$ cat src/rtl/core/ryw_pkg.sv
// Shared types and constants of the RGB to YUV 4:2:0 frame writer.
package ryw_pkg;

    localparam int DEF_MAX_WIDTH  = 2048;
    localparam int DEF_MAX_HEIGHT = 2048;

    localparam int ADDR_W = 23;
    localparam int LUMA_W = 22;
    localparam int CFG_W  = 12;
    localparam int FMT_W  = 2;
    localparam int IDX_W  = 2;

    localparam logic [IDX_W-1:0] CFG_IDX_WIDTH  = 2'd0;
    localparam logic [IDX_W-1:0] CFG_IDX_HEIGHT = 2'd1;
    localparam logic [IDX_W-1:0] CFG_IDX_FORMAT = 2'd2;

    localparam logic [CFG_W-1:0] RST_WIDTH  = 12'd640;
    localparam logic [CFG_W-1:0] RST_HEIGHT = 12'd480;

    localparam logic [FMT_W-1:0] FMT_NV12 = 2'd0;
    localparam logic [FMT_W-1:0] FMT_NV21 = 2'd1;
    localparam logic [FMT_W-1:0] FMT_I420 = 2'd2;

    // BT.601 integer coefficients
    localparam int Y_R = 66;
    localparam int Y_G = 129;
    localparam int Y_B = 25;
    localparam int U_R = -38;
    localparam int U_G = -74;
    localparam int U_B = 112;
    localparam int V_R = 112;
    localparam int V_G = -94;
    localparam int V_B = -18;
    localparam int ROUND_OFS   = 128;
    localparam int CHROMA_BIAS = 32768;
    localparam logic [7:0] Y_OFS = 8'd16;

    localparam int JOB_DEPTH = 4;
    localparam int JOB_PTR_W = $clog2(JOB_DEPTH);

    // One converted pixel waiting for the byte sequencer
    typedef struct packed {
        logic [7:0]        y;
        logic [7:0]        u;
        logic [7:0]        v;
        logic              chroma;
        logic              frame_start;
        logic              last_frame;
        logic [FMT_W-1:0]  fmt;
        logic [ADDR_W-1:0] area;
        logic [ADDR_W-1:0] area2;
    } t_job;

endpackage

$ cat src/rtl/core/ryw_front.sv
// Front end: raster position tracking, color conversion and frame area pipeline.
module ryw_front import ryw_pkg::*; #(
    parameter int MAX_WIDTH  = DEF_MAX_WIDTH,
    parameter int MAX_HEIGHT = DEF_MAX_HEIGHT
) (
    input  logic             i_clk,
    input  logic             i_rst_n,
    input  logic             i_push,
    output logic             o_full,
    input  logic [31:0]      i_pixel_argb,
    input  logic [CFG_W-1:0] i_cfg_width,
    input  logic [CFG_W-1:0] i_cfg_height,
    input  logic [FMT_W-1:0] i_cfg_format,
    output logic             o_job_push,
    output t_job             o_job,
    input  logic             i_job_full
);

    localparam int WW     = $clog2(MAX_WIDTH + 1);
    localparam int HW     = $clog2(MAX_HEIGHT + 1);
    localparam int CWW    = (WW > CFG_W) ? WW : CFG_W;
    localparam int CHW    = (HW > CFG_W) ? HW : CFG_W;
    localparam int COL_W  = (MAX_WIDTH > 2) ? $clog2(MAX_WIDTH) : 1;
    localparam int ROW_W  = (MAX_HEIGHT > 2) ? $clog2(MAX_HEIGHT) : 1;
    localparam int PROD_W = WW + HW;

    logic [CWW-1:0]   w_ext;
    logic [CHW-1:0]   h_ext;
    logic [WW-1:0]    w_sat;
    logic [HW-1:0]    h_sat;
    logic             adv;
    logic             accept;
    logic             row_end;
    logic             frame_end;

    logic [COL_W-1:0] r_col;
    logic [ROW_W-1:0] r_row;

    logic             r_s1_valid;
    logic [7:0]       r_s1_r, r_s1_g, r_s1_b;
    logic             r_s1_chroma, r_s1_fs, r_s1_lf;
    logic [FMT_W-1:0] r_s1_fmt;
    logic [WW-1:0]    r_s1_w;
    logic [HW-1:0]    r_s1_h;

    logic              r_s2_valid;
    logic [15:0]       r_s2_ys, r_s2_us, r_s2_vs;
    logic              r_s2_chroma, r_s2_fs, r_s2_lf;
    logic [FMT_W-1:0]  r_s2_fmt;
    logic [PROD_W-1:0] r_s2_prod;
    logic [ADDR_W-1:0] area;

    always_comb begin
        w_ext = CWW'(i_cfg_width);
        h_ext = CHW'(i_cfg_height);
        if (w_ext < CWW'(2)) begin
            w_sat = WW'(2);
        end else if (w_ext > CWW'(MAX_WIDTH)) begin
            w_sat = WW'(MAX_WIDTH);
        end else begin
            w_sat = WW'(w_ext);
        end
        if (h_ext < CHW'(2)) begin
            h_sat = HW'(2);
        end else if (h_ext > CHW'(MAX_HEIGHT)) begin
            h_sat = HW'(MAX_HEIGHT);
        end else begin
            h_sat = HW'(h_ext);
        end
    end

    // whole pipeline moves only while the job queue has room
    assign adv       = !i_job_full;
    assign o_full    = !adv;
    assign accept    = i_push && adv;
    assign row_end   = (WW'(r_col) + WW'(1)) >= w_sat;
    assign frame_end = row_end && ((HW'(r_row) + HW'(1)) >= h_sat);

    always_ff @(posedge i_clk) begin
        if (!i_rst_n) begin
            r_col <= '0;
            r_row <= '0;
        end else if (accept) begin
            if (frame_end) begin
                r_col <= '0;
                r_row <= '0;
            end else if (row_end) begin
                r_col <= '0;
                r_row <= r_row + ROW_W'(1);
            end else begin
                r_col <= r_col + COL_W'(1);
            end
        end
    end

    always_ff @(posedge i_clk) begin
        if (!i_rst_n) begin
            r_s1_valid <= 1'b0;
            r_s2_valid <= 1'b0;
        end else if (adv) begin
            r_s1_valid <= accept;
            r_s2_valid <= r_s1_valid;
        end
    end

    always_ff @(posedge i_clk) begin
        if (accept) begin
            r_s1_r      <= i_pixel_argb[23:16];
            r_s1_g      <= i_pixel_argb[15:8];
            r_s1_b      <= i_pixel_argb[7:0];
            r_s1_chroma <= !r_row[0] && !r_col[0];
            r_s1_fs     <= (r_row == '0) && (r_col == '0);
            r_s1_lf     <= frame_end;
            r_s1_fmt    <= i_cfg_format;
            r_s1_w      <= w_sat;
            r_s1_h      <= h_sat;
        end
    end

    // sums stay in 0..65535 with the bias, so the byte is bits 15..8 without clamping
    always_ff @(posedge i_clk) begin
        if (adv) begin
            r_s2_ys <= 16'(Y_R * int'(r_s1_r) + Y_G * int'(r_s1_g) + Y_B * int'(r_s1_b)
                           + ROUND_OFS);
            r_s2_us <= 16'(U_R * int'(r_s1_r) + U_G * int'(r_s1_g) + U_B * int'(r_s1_b)
                           + ROUND_OFS + CHROMA_BIAS);
            r_s2_vs <= 16'(V_R * int'(r_s1_r) + V_G * int'(r_s1_g) + V_B * int'(r_s1_b)
                           + ROUND_OFS + CHROMA_BIAS);
            r_s2_prod   <= PROD_W'(r_s1_w) * PROD_W'(r_s1_h);
            r_s2_chroma <= r_s1_chroma;
            r_s2_fs     <= r_s1_fs;
            r_s2_lf     <= r_s1_lf;
            r_s2_fmt    <= r_s1_fmt;
        end
    end

    assign area = ADDR_W'(r_s2_prod);

    always_comb begin
        o_job.y           = r_s2_ys[15:8] + Y_OFS;
        o_job.u           = r_s2_us[15:8];
        o_job.v           = r_s2_vs[15:8];
        o_job.chroma      = r_s2_chroma;
        o_job.frame_start = r_s2_fs;
        o_job.last_frame  = r_s2_lf;
        o_job.fmt         = r_s2_fmt;
        o_job.area        = area;
        o_job.area2       = area + (area >> 2);
    end

    assign o_job_push = r_s2_valid && adv;

endmodule

$ cat src/rtl/core/ryw_job_fifo.sv
// Short job queue between the front end and the byte sequencer.
module ryw_job_fifo import ryw_pkg::*; (
    input  logic i_clk,
    input  logic i_rst_n,
    input  logic i_wr,
    input  t_job i_data,
    output logic o_full,
    input  logic i_rd,
    output logic o_empty,
    output t_job o_data
);

    t_job                 r_mem [JOB_DEPTH];
    logic [JOB_PTR_W-1:0] r_wr_ptr;
    logic [JOB_PTR_W-1:0] r_rd_ptr;
    logic [JOB_PTR_W:0]   r_count;
    logic                 do_wr;
    logic                 do_rd;

    assign o_full  = r_count == (JOB_PTR_W + 1)'(JOB_DEPTH);
    assign o_empty = r_count == '0;
    assign do_wr   = i_wr && !o_full;
    assign do_rd   = i_rd && !o_empty;
    assign o_data  = r_mem[r_rd_ptr];

    always_ff @(posedge i_clk) begin
        if (do_wr) begin
            r_mem[r_wr_ptr] <= i_data;
        end
    end

    always_ff @(posedge i_clk) begin
        if (!i_rst_n) begin
            r_wr_ptr <= '0;
            r_rd_ptr <= '0;
            r_count  <= '0;
        end else begin
            if (do_wr) begin
                r_wr_ptr <= r_wr_ptr + JOB_PTR_W'(1);
            end
            if (do_rd) begin
                r_rd_ptr <= r_rd_ptr + JOB_PTR_W'(1);
            end
            if (do_wr && !do_rd) begin
                r_count <= r_count + (JOB_PTR_W + 1)'(1);
            end else if (do_rd && !do_wr) begin
                r_count <= r_count - (JOB_PTR_W + 1)'(1);
            end
        end
    end

endmodule

$ cat src/rtl/core/ryw_back.sv
// Back end: plane address tracking and per-byte sequencing into the result register.
module ryw_back import ryw_pkg::*; (
    input  logic              i_clk,
    input  logic              i_rst_n,
    input  logic              i_job_empty,
    input  t_job              i_job,
    output logic              o_job_pop,
    input  logic              pop,
    output logic              empty,
    output logic [ADDR_W-1:0] o_byte_address,
    output logic [7:0]        o_byte_value,
    output logic              o_last_of_pixel,
    output logic              o_last_of_frame
);

    localparam logic [1:0] STEP_Y  = 2'd0;
    localparam logic [1:0] STEP_C0 = 2'd1;
    localparam logic [1:0] STEP_C1 = 2'd2;

    logic [1:0]        r_step;
    logic [LUMA_W-1:0] r_luma;
    logic [ADDR_W-1:0] r_c;
    logic [ADDR_W-1:0] r_c2;

    logic              r_out_valid;
    logic [ADDR_W-1:0] r_out_addr;
    logic [7:0]        r_out_val;
    logic              r_out_lp;
    logic              r_out_lf;

    logic              load;
    logic              last_step;
    logic              is_nv12;
    logic              is_nv21;
    logic              is_i420;
    logic [LUMA_W-1:0] eff_luma;
    logic [ADDR_W-1:0] eff_c;
    logic [ADDR_W-1:0] eff_c2;
    logic [ADDR_W-1:0] sel_addr;
    logic [7:0]        sel_val;

    assign load      = !i_job_empty && (!r_out_valid || pop);
    assign last_step = ((r_step == STEP_Y) && !i_job.chroma) || (r_step == STEP_C1);
    assign o_job_pop = load && last_step;

    assign is_nv12 = i_job.fmt == FMT_NV12;
    assign is_nv21 = i_job.fmt == FMT_NV21;
    assign is_i420 = !is_nv12 && !is_nv21;

    // plane bases are reloaded on the first byte of a frame
    assign eff_luma = i_job.frame_start ? '0 : r_luma;
    assign eff_c    = i_job.frame_start ? i_job.area : r_c;
    assign eff_c2   = i_job.frame_start ? i_job.area2 : r_c2;

    always_comb begin
        unique case (r_step)
            STEP_Y: begin
                sel_addr = ADDR_W'(eff_luma);
                sel_val  = i_job.y;
            end
            STEP_C0: begin
                sel_addr = r_c;
                sel_val  = is_nv21 ? i_job.v : i_job.u;
            end
            STEP_C1: begin
                sel_addr = is_i420 ? r_c2 : r_c + ADDR_W'(1);
                sel_val  = is_nv21 ? i_job.u : i_job.v;
            end
            default: begin
                sel_addr = '0;
                sel_val  = '0;
            end
        endcase
    end

    always_ff @(posedge i_clk) begin
        if (!i_rst_n) begin
            r_step <= STEP_Y;
            r_luma <= '0;
            r_c    <= '0;
            r_c2   <= '0;
        end else if (load) begin
            unique case (r_step)
                STEP_Y: begin
                    r_luma <= eff_luma + LUMA_W'(1);
                    r_c    <= eff_c;
                    r_c2   <= eff_c2;
                    r_step <= i_job.chroma ? STEP_C0 : STEP_Y;
                end
                STEP_C0: begin
                    r_step <= STEP_C1;
                end
                STEP_C1: begin
                    r_step <= STEP_Y;
                    r_c    <= r_c + (is_i420 ? ADDR_W'(1) : ADDR_W'(2));
                    if (is_i420) begin
                        r_c2 <= r_c2 + ADDR_W'(1);
                    end
                end
                default: begin
                    r_step <= STEP_Y;
                end
            endcase
        end
    end

    always_ff @(posedge i_clk) begin
        if (!i_rst_n) begin
            r_out_valid <= 1'b0;
        end else if (load) begin
            r_out_valid <= 1'b1;
        end else if (pop) begin
            r_out_valid <= 1'b0;
        end
    end

    always_ff @(posedge i_clk) begin
        if (load) begin
            r_out_addr <= sel_addr;
            r_out_val  <= sel_val;
            r_out_lp   <= last_step;
            r_out_lf   <= last_step && i_job.last_frame;
        end
    end

    assign empty           = !r_out_valid;
    assign o_byte_address  = r_out_addr;
    assign o_byte_value    = r_out_val;
    assign o_last_of_pixel = r_out_lp;
    assign o_last_of_frame = r_out_lf;

endmodule

$ cat src/rtl/core/rgb_to_yuv420_frame_writer_core.sv
// Top level of the BT.601 RGB to YUV 4:2:0 frame writer with configuration registers.
//
// Pixels enter in raster order, one per cycle when the job queue has room, and pass a
// two-stage conversion pipeline into a four-entry job queue; a byte sequencer then
// drives one result byte per cycle while the consumer pops (Y, then the two chroma
// bytes on even rows and columns), so a pixel yields one byte on other positions and
// three bytes on chroma positions, 1.5 bytes per pixel averaged over a frame. The byte
// sequencer's one-byte-per-cycle output register sets the sustained rate; the first
// byte of a pixel passes the two conversion stages, the job queue and the output
// register before it reaches the result ports. Width and height are saturated to
// 2..MAX_WIDTH and 2..MAX_HEIGHT, and format code 3 behaves as I420.
module rgb_to_yuv420_frame_writer_core import ryw_pkg::*; #(
    parameter int MAX_WIDTH  = DEF_MAX_WIDTH,
    parameter int MAX_HEIGHT = DEF_MAX_HEIGHT
) (
    input  logic              i_clk,
    input  logic              i_rst_n,
    input  logic              push,
    output logic              full,
    input  logic [31:0]       i_pixel_argb,
    output logic              empty,
    input  logic              pop,
    output logic [ADDR_W-1:0] o_byte_address,
    output logic [7:0]        o_byte_value,
    output logic              o_last_of_pixel,
    output logic              o_last_of_frame,
    input  logic              i_cfg_valid,
    output logic              o_cfg_ready,
    input  logic [IDX_W-1:0]  i_cfg_index,
    input  logic [CFG_W-1:0]  i_cfg_data
);

    logic [CFG_W-1:0] r_width;
    logic [CFG_W-1:0] r_height;
    logic [FMT_W-1:0] r_format;

    logic job_push;
    logic job_full;
    logic job_empty;
    logic job_pop;
    t_job job_in;
    t_job job_out;

    assign o_cfg_ready = 1'b1;

    always_ff @(posedge i_clk) begin
        if (!i_rst_n) begin
            r_width  <= RST_WIDTH;
            r_height <= RST_HEIGHT;
            r_format <= FMT_NV12;
        end else if (i_cfg_valid && o_cfg_ready) begin
            unique case (i_cfg_index)
                CFG_IDX_WIDTH:  r_width  <= i_cfg_data;
                CFG_IDX_HEIGHT: r_height <= i_cfg_data;
                CFG_IDX_FORMAT: r_format <= i_cfg_data[FMT_W-1:0];
                default: ;
            endcase
        end
    end

    ryw_front #(
        .MAX_WIDTH (MAX_WIDTH),
        .MAX_HEIGHT(MAX_HEIGHT)
    ) u_front (
        .i_clk       (i_clk),
        .i_rst_n     (i_rst_n),
        .i_push      (push),
        .o_full      (full),
        .i_pixel_argb(i_pixel_argb),
        .i_cfg_width (r_width),
        .i_cfg_height(r_height),
        .i_cfg_format(r_format),
        .o_job_push  (job_push),
        .o_job       (job_in),
        .i_job_full  (job_full)
    );

    ryw_job_fifo u_fifo (
        .i_clk  (i_clk),
        .i_rst_n(i_rst_n),
        .i_wr   (job_push),
        .i_data (job_in),
        .o_full (job_full),
        .i_rd   (job_pop),
        .o_empty(job_empty),
        .o_data (job_out)
    );

    ryw_back u_back (
        .i_clk          (i_clk),
        .i_rst_n        (i_rst_n),
        .i_job_empty    (job_empty),
        .i_job          (job_out),
        .o_job_pop      (job_pop),
        .pop            (pop),
        .empty          (empty),
        .o_byte_address (o_byte_address),
        .o_byte_value   (o_byte_value),
        .o_last_of_pixel(o_last_of_pixel),
        .o_last_of_frame(o_last_of_frame)
    );

    // end of frame is always the closing byte of its pixel
    a_lf_is_lp: assert property (@(posedge i_clk) disable iff (!i_rst_n)
        (!empty && o_last_of_frame) |-> o_last_of_pixel)
        else $error("last_of_frame without last_of_pixel");

    a_reset_empty: assert property (@(posedge i_clk)
        !i_rst_n |=> (empty && !full))
        else $error("queue state not cleared by reset");

    // a queued job must never be dropped: a push while the queue is full stalls the input
    a_no_overflow: assert property (@(posedge i_clk) disable iff (!i_rst_n)
        job_push |-> !job_full)
        else $error("job pushed into a full queue");

endmodule
$ cat config.mk
export PLATFORM = sky130hd
export DESIGN_NAME = rgb_to_yuv420_frame_writer_core
export DESIGN_NICKNAME = d
export VERILOG_FILES = /design/src/rtl/core/ryw_pkg.sv /design/src/rtl/core/ryw_front.sv /design/src/rtl/core/ryw_job_fifo.sv /design/src/rtl/core/ryw_back.sv /design/src/rtl/core/rgb_to_yuv420_frame_writer_core.sv
export SDC_FILE = /design/constraint.sdc
export NUM_CORES = 2
export LEC_CHECK = 0
export BUFFER_PORTS_ARGS = -buffer_cell sky130_fd_sc_hd__buf_2
export CORE_MARGIN = 4
export CORE_UTILIZATION = 60
export DETAILED_ROUTE_END_ITERATION = 8
export PLACE_DENSITY = 0.79
export SYNTH_ARGS = -nofsm -noshare
export SYNTH_HDL_FRONTEND = slang
export SYNTH_SLANG_ARGS = --single-unit
$ cat constraint.sdc
create_clock -name i_clk -period 13.75 [get_ports i_clk]
set_input_delay 1.375 -clock i_clk [delete_from_list [all_inputs] [get_ports i_clk]]
set_output_delay 1.375 -clock i_clk [all_outputs]
set_load 0.01 [all_outputs]
==> results.txt <==
Status: completed
Max Fclk: 0.1512 GHz
Synth Area in Compound Gates: 9.261%
R2R depth: 20
Die Y: 259.0 microns
Worst min path class: reg -> reg
Sequential fraction of the synthesis area: 41.68%
Fraction of synthesized area in multiplexers: 5.296%
Hold Fails Final Rpt: 0
Vias/cell: 5.788
Post-synth cell types: 80
Post-Syn Area: 37800 sq um
Final Setup Violations: 0
Number of buffers created by CTS: 58
Largest net degree at the start of global routing: 106
H-tree depth: 2
Top cell type by total area after synthesis: edfxtp_1
Yosys warns: 0
Post-Syn Nets: 4020
Worst clock skew: 42.21 ps
Max FO, Critical Path: 8
Multi-input gate area: 20060 sq um
GRT overflow: 0
Most frequent cells in the layout: edfxtp_1 (438), ha_1 (399), inv_1 (397)
Initial antenna violation count: 0
Resized Gates After CTS: 0
Commonest non-fill, non-tap cell in the layout: edfxtp_1
Final worst slack: 7134 ps
Met2 WL post-DR: 37820 microns
Hold Startpoint: u_front.r_s1_lf$_DFFE_PP_
Nets: 4047
R2R Path Start: u_front.r_s1_g[4]$_DFFE_PP_
Share of cells above drive strength 1: 8.856%
Worst Hold End: u_front.r_s2_lf$_DFFE_PN_
Via count: 24784
Most used DFF post-synth: edfxtp_1
Total track usage: 23.50%
Final Non-Filler Cells: 4282
Post-CTS setup buffers: 0
Cell area after layout: 40860 sq um
Die width: 259.0 microns
Async SR Flop Fraction: 0%
Fill count: 4464
Vias in the first global route: 25165
Slew headroom: 20.78%
HPWL after detailed placement: 56490 microns
Post-layout min period: 6616 ps
Post-placement cell area: 38910 sq um
CP endpoint kind: register
Drt first pass iters: 5
Yosys top cell area share: 34.79%
Number of top-level pins: 87
Top post-synthesis cells by area: edfxtp_1 (35%), ha_1 (13%), fa_1 (11%), dfxtp_1 (6.9%), mux4_2 (4.5%)
Routability cong.: 0.8752
Largest family of logic cells by synthesized area: adder cells
Top sig layer: met4
Placed cell count: 4173
Simple-gate share of the synthesized area: 10.55%
Crit path kind: reg -> reg
Period utilisation layout: 48.11%
Routed WL per cell: 18.26 microns
Clock transition at the registers of the reported paths: 60 ps
DP Worst Slack: 7162 ps
Worst reg2reg setup slack: 7130 ps
Storage cell area: 15770 sq um
Clock latency on the worst-skew pair: 630 ps
CTS tree: built
Initial Util: 60.92%
XOR/XNOR share of the synthesized area: 3.985%
Core ar.: 62050 sq um
Crit path DAT: 6960 ps
Max-Cap Viols: 0
Type of origin of the critical path: register
Initial DRC count: 1976
CTS max path bufs: 3
Metal3 WL: 4376 microns
Routed Antenna Nets: 0
Register bit total from synthesis: 568
Area added between synthesis and finish: 8.089%
DRC violations left: 0
Hold Crit Depth: 0
# clock sinks: 568
Hold buffer count at CTS: 0
Worst Tran Pin Value: 1183 ps
RSZ-0062 raised after global routing: no
Adder-cell share of the synthesized area: 23.85%
Port Buffer Count: 77
Avg Cell Area, Syn: 11.22 sq um
M1 WL: 33670 microns
Root buf cell: clkbuf_16
Post-synth EDFFs: 438
Slew Viols, Final: 0
Post-synthesis cell count: 3369
Die area: 67090 sq um
First-pass GRT wire length: 128100 microns
Worst R2R End: u_front.r_s2_us[14]$_DFFE_PN_
Final WL: 78190 microns
Cell row count: 91
Final setup TNS: 0 ps
Worst path required time: 14090 ps
-- area by class of cell --
class                   instances  area share [%]
clock buffers                  72           3.733
inverters                     402           3.693
repair buffers                 96           1.292
diodes                          1        0.006124
flip-flops and latches        568           38.58
well taps                     837           2.563
clock inverters                36           1.047
multi-input cells            2270           49.08
-- logic make-up (layout without fill, tap and decap cells) --
group                      after synthesis  after routing
and+or+nand+nor                        821            821
adders and majority gates              600            600
AOI/OAI and AO/OA                      570            570
DFF                                    568            568
buffers and inverters                  531            606
xor gates and xnor gates               172            172
muxes                                  106            106
other                                    1              2
-- layer usage --
layer  vias up  track usage [%]
met2       765            39.81
met4         0            7.586
met1     12036            32.01
li1      11830                -
met5         -                0
met3       153            2.780
-- state kept, by name (all words and copies together), names as in the netlist, 11 cells and up, named ones only --
signal	count
u_front.r_s1_w	12
u_back.r_c2	23
u_front.r_row	11
u_front.r_col	11
u_front.r_s2_prod	23
u_back.o_byte_address	23
u_front.r_s1_h	12
u_back.r_c	23
r_width	12
u_back.r_luma	22
r_height	12
u_fifo.r_mem	300
-- how the worst max path moves through the flow --
| stage | startpoint | endpoint | slack [ps] | cells after the start |
|---|---|---|---|---|
| detailed placement | u_front.r_s1_g[4]$_DFFE_PP_ | u_front.r_s2_us[15]$_DFFE_PN_ | 7160 | 20 |
| CTS | u_front.r_s1_g[4]$_DFFE_PP_ | u_front.r_s2_us[14]$_DFFE_PN_ | 7110 | 20 |
| global placement | u_front.r_s1_g[4]$_DFFE_PP_ | u_front.r_s2_us[15]$_DFFE_PN_ | 7290 | 20 |
| floorplan | u_front.r_s1_g[1]$_DFFE_PP_ | u_front.r_s2_us[14]$_DFFE_PN_ | 7890 | 19 |
| finish | u_front.r_s1_g[4]$_DFFE_PP_ | u_front.r_s2_us[14]$_DFFE_PN_ | 7130 | 20 |
| global route | u_front.r_s1_g[4]$_DFFE_PP_ | u_front.r_s2_us[14]$_DFFE_PN_ | 6840 | 20 |
-- Yosys cell counts, types with 29 or more instances --
master,instances
dfxtp_1,130
mux4_2,75
and3_1,35
clkbuf_1,99
edfxtp_1,438
xor2_1,61
and2_1,84
o22ai_1,43
inv_1,398
a21oi_1,214
fa_1,201
o21ai_0,112
ha_1,399
a21o_1,45
xnor2_1,111
nand2_1,291
mux2i_1,29
nor2_1,164
nand3_1,65
-- through the flow --
stage          util (%)  hold slack [ps]
2_1_floorplan         -            400.3
3_3_place_gp      62.70            409.6
3_5_place_dp      62.70            406.3
4_1_cts           65.85            421.1
5_1_grt           65.85            432.2
6_report          65.85            423.7
-- worst max-delay path, cell delays in order, from the launching register on --
cell and delay (ps):
edfxtp_1 740, inv_1 110, ha_1 340, inv_1 150, fa_1 470, fa_1 540, inv_1 50, fa_1 530
inv_1 40, ha_1 320, a21boi_0 240, nor2_1 110, fa_1 460, ha_1 310, ha_1 220, or3_1 370
o221a_2 280, or4_1 440, a31oi_2 340, o21bai_1 130, xor2_1 160
Power is not shown: default switching activity piles up to over one toggle a cycle in this logic, so the estimate is an artifact.
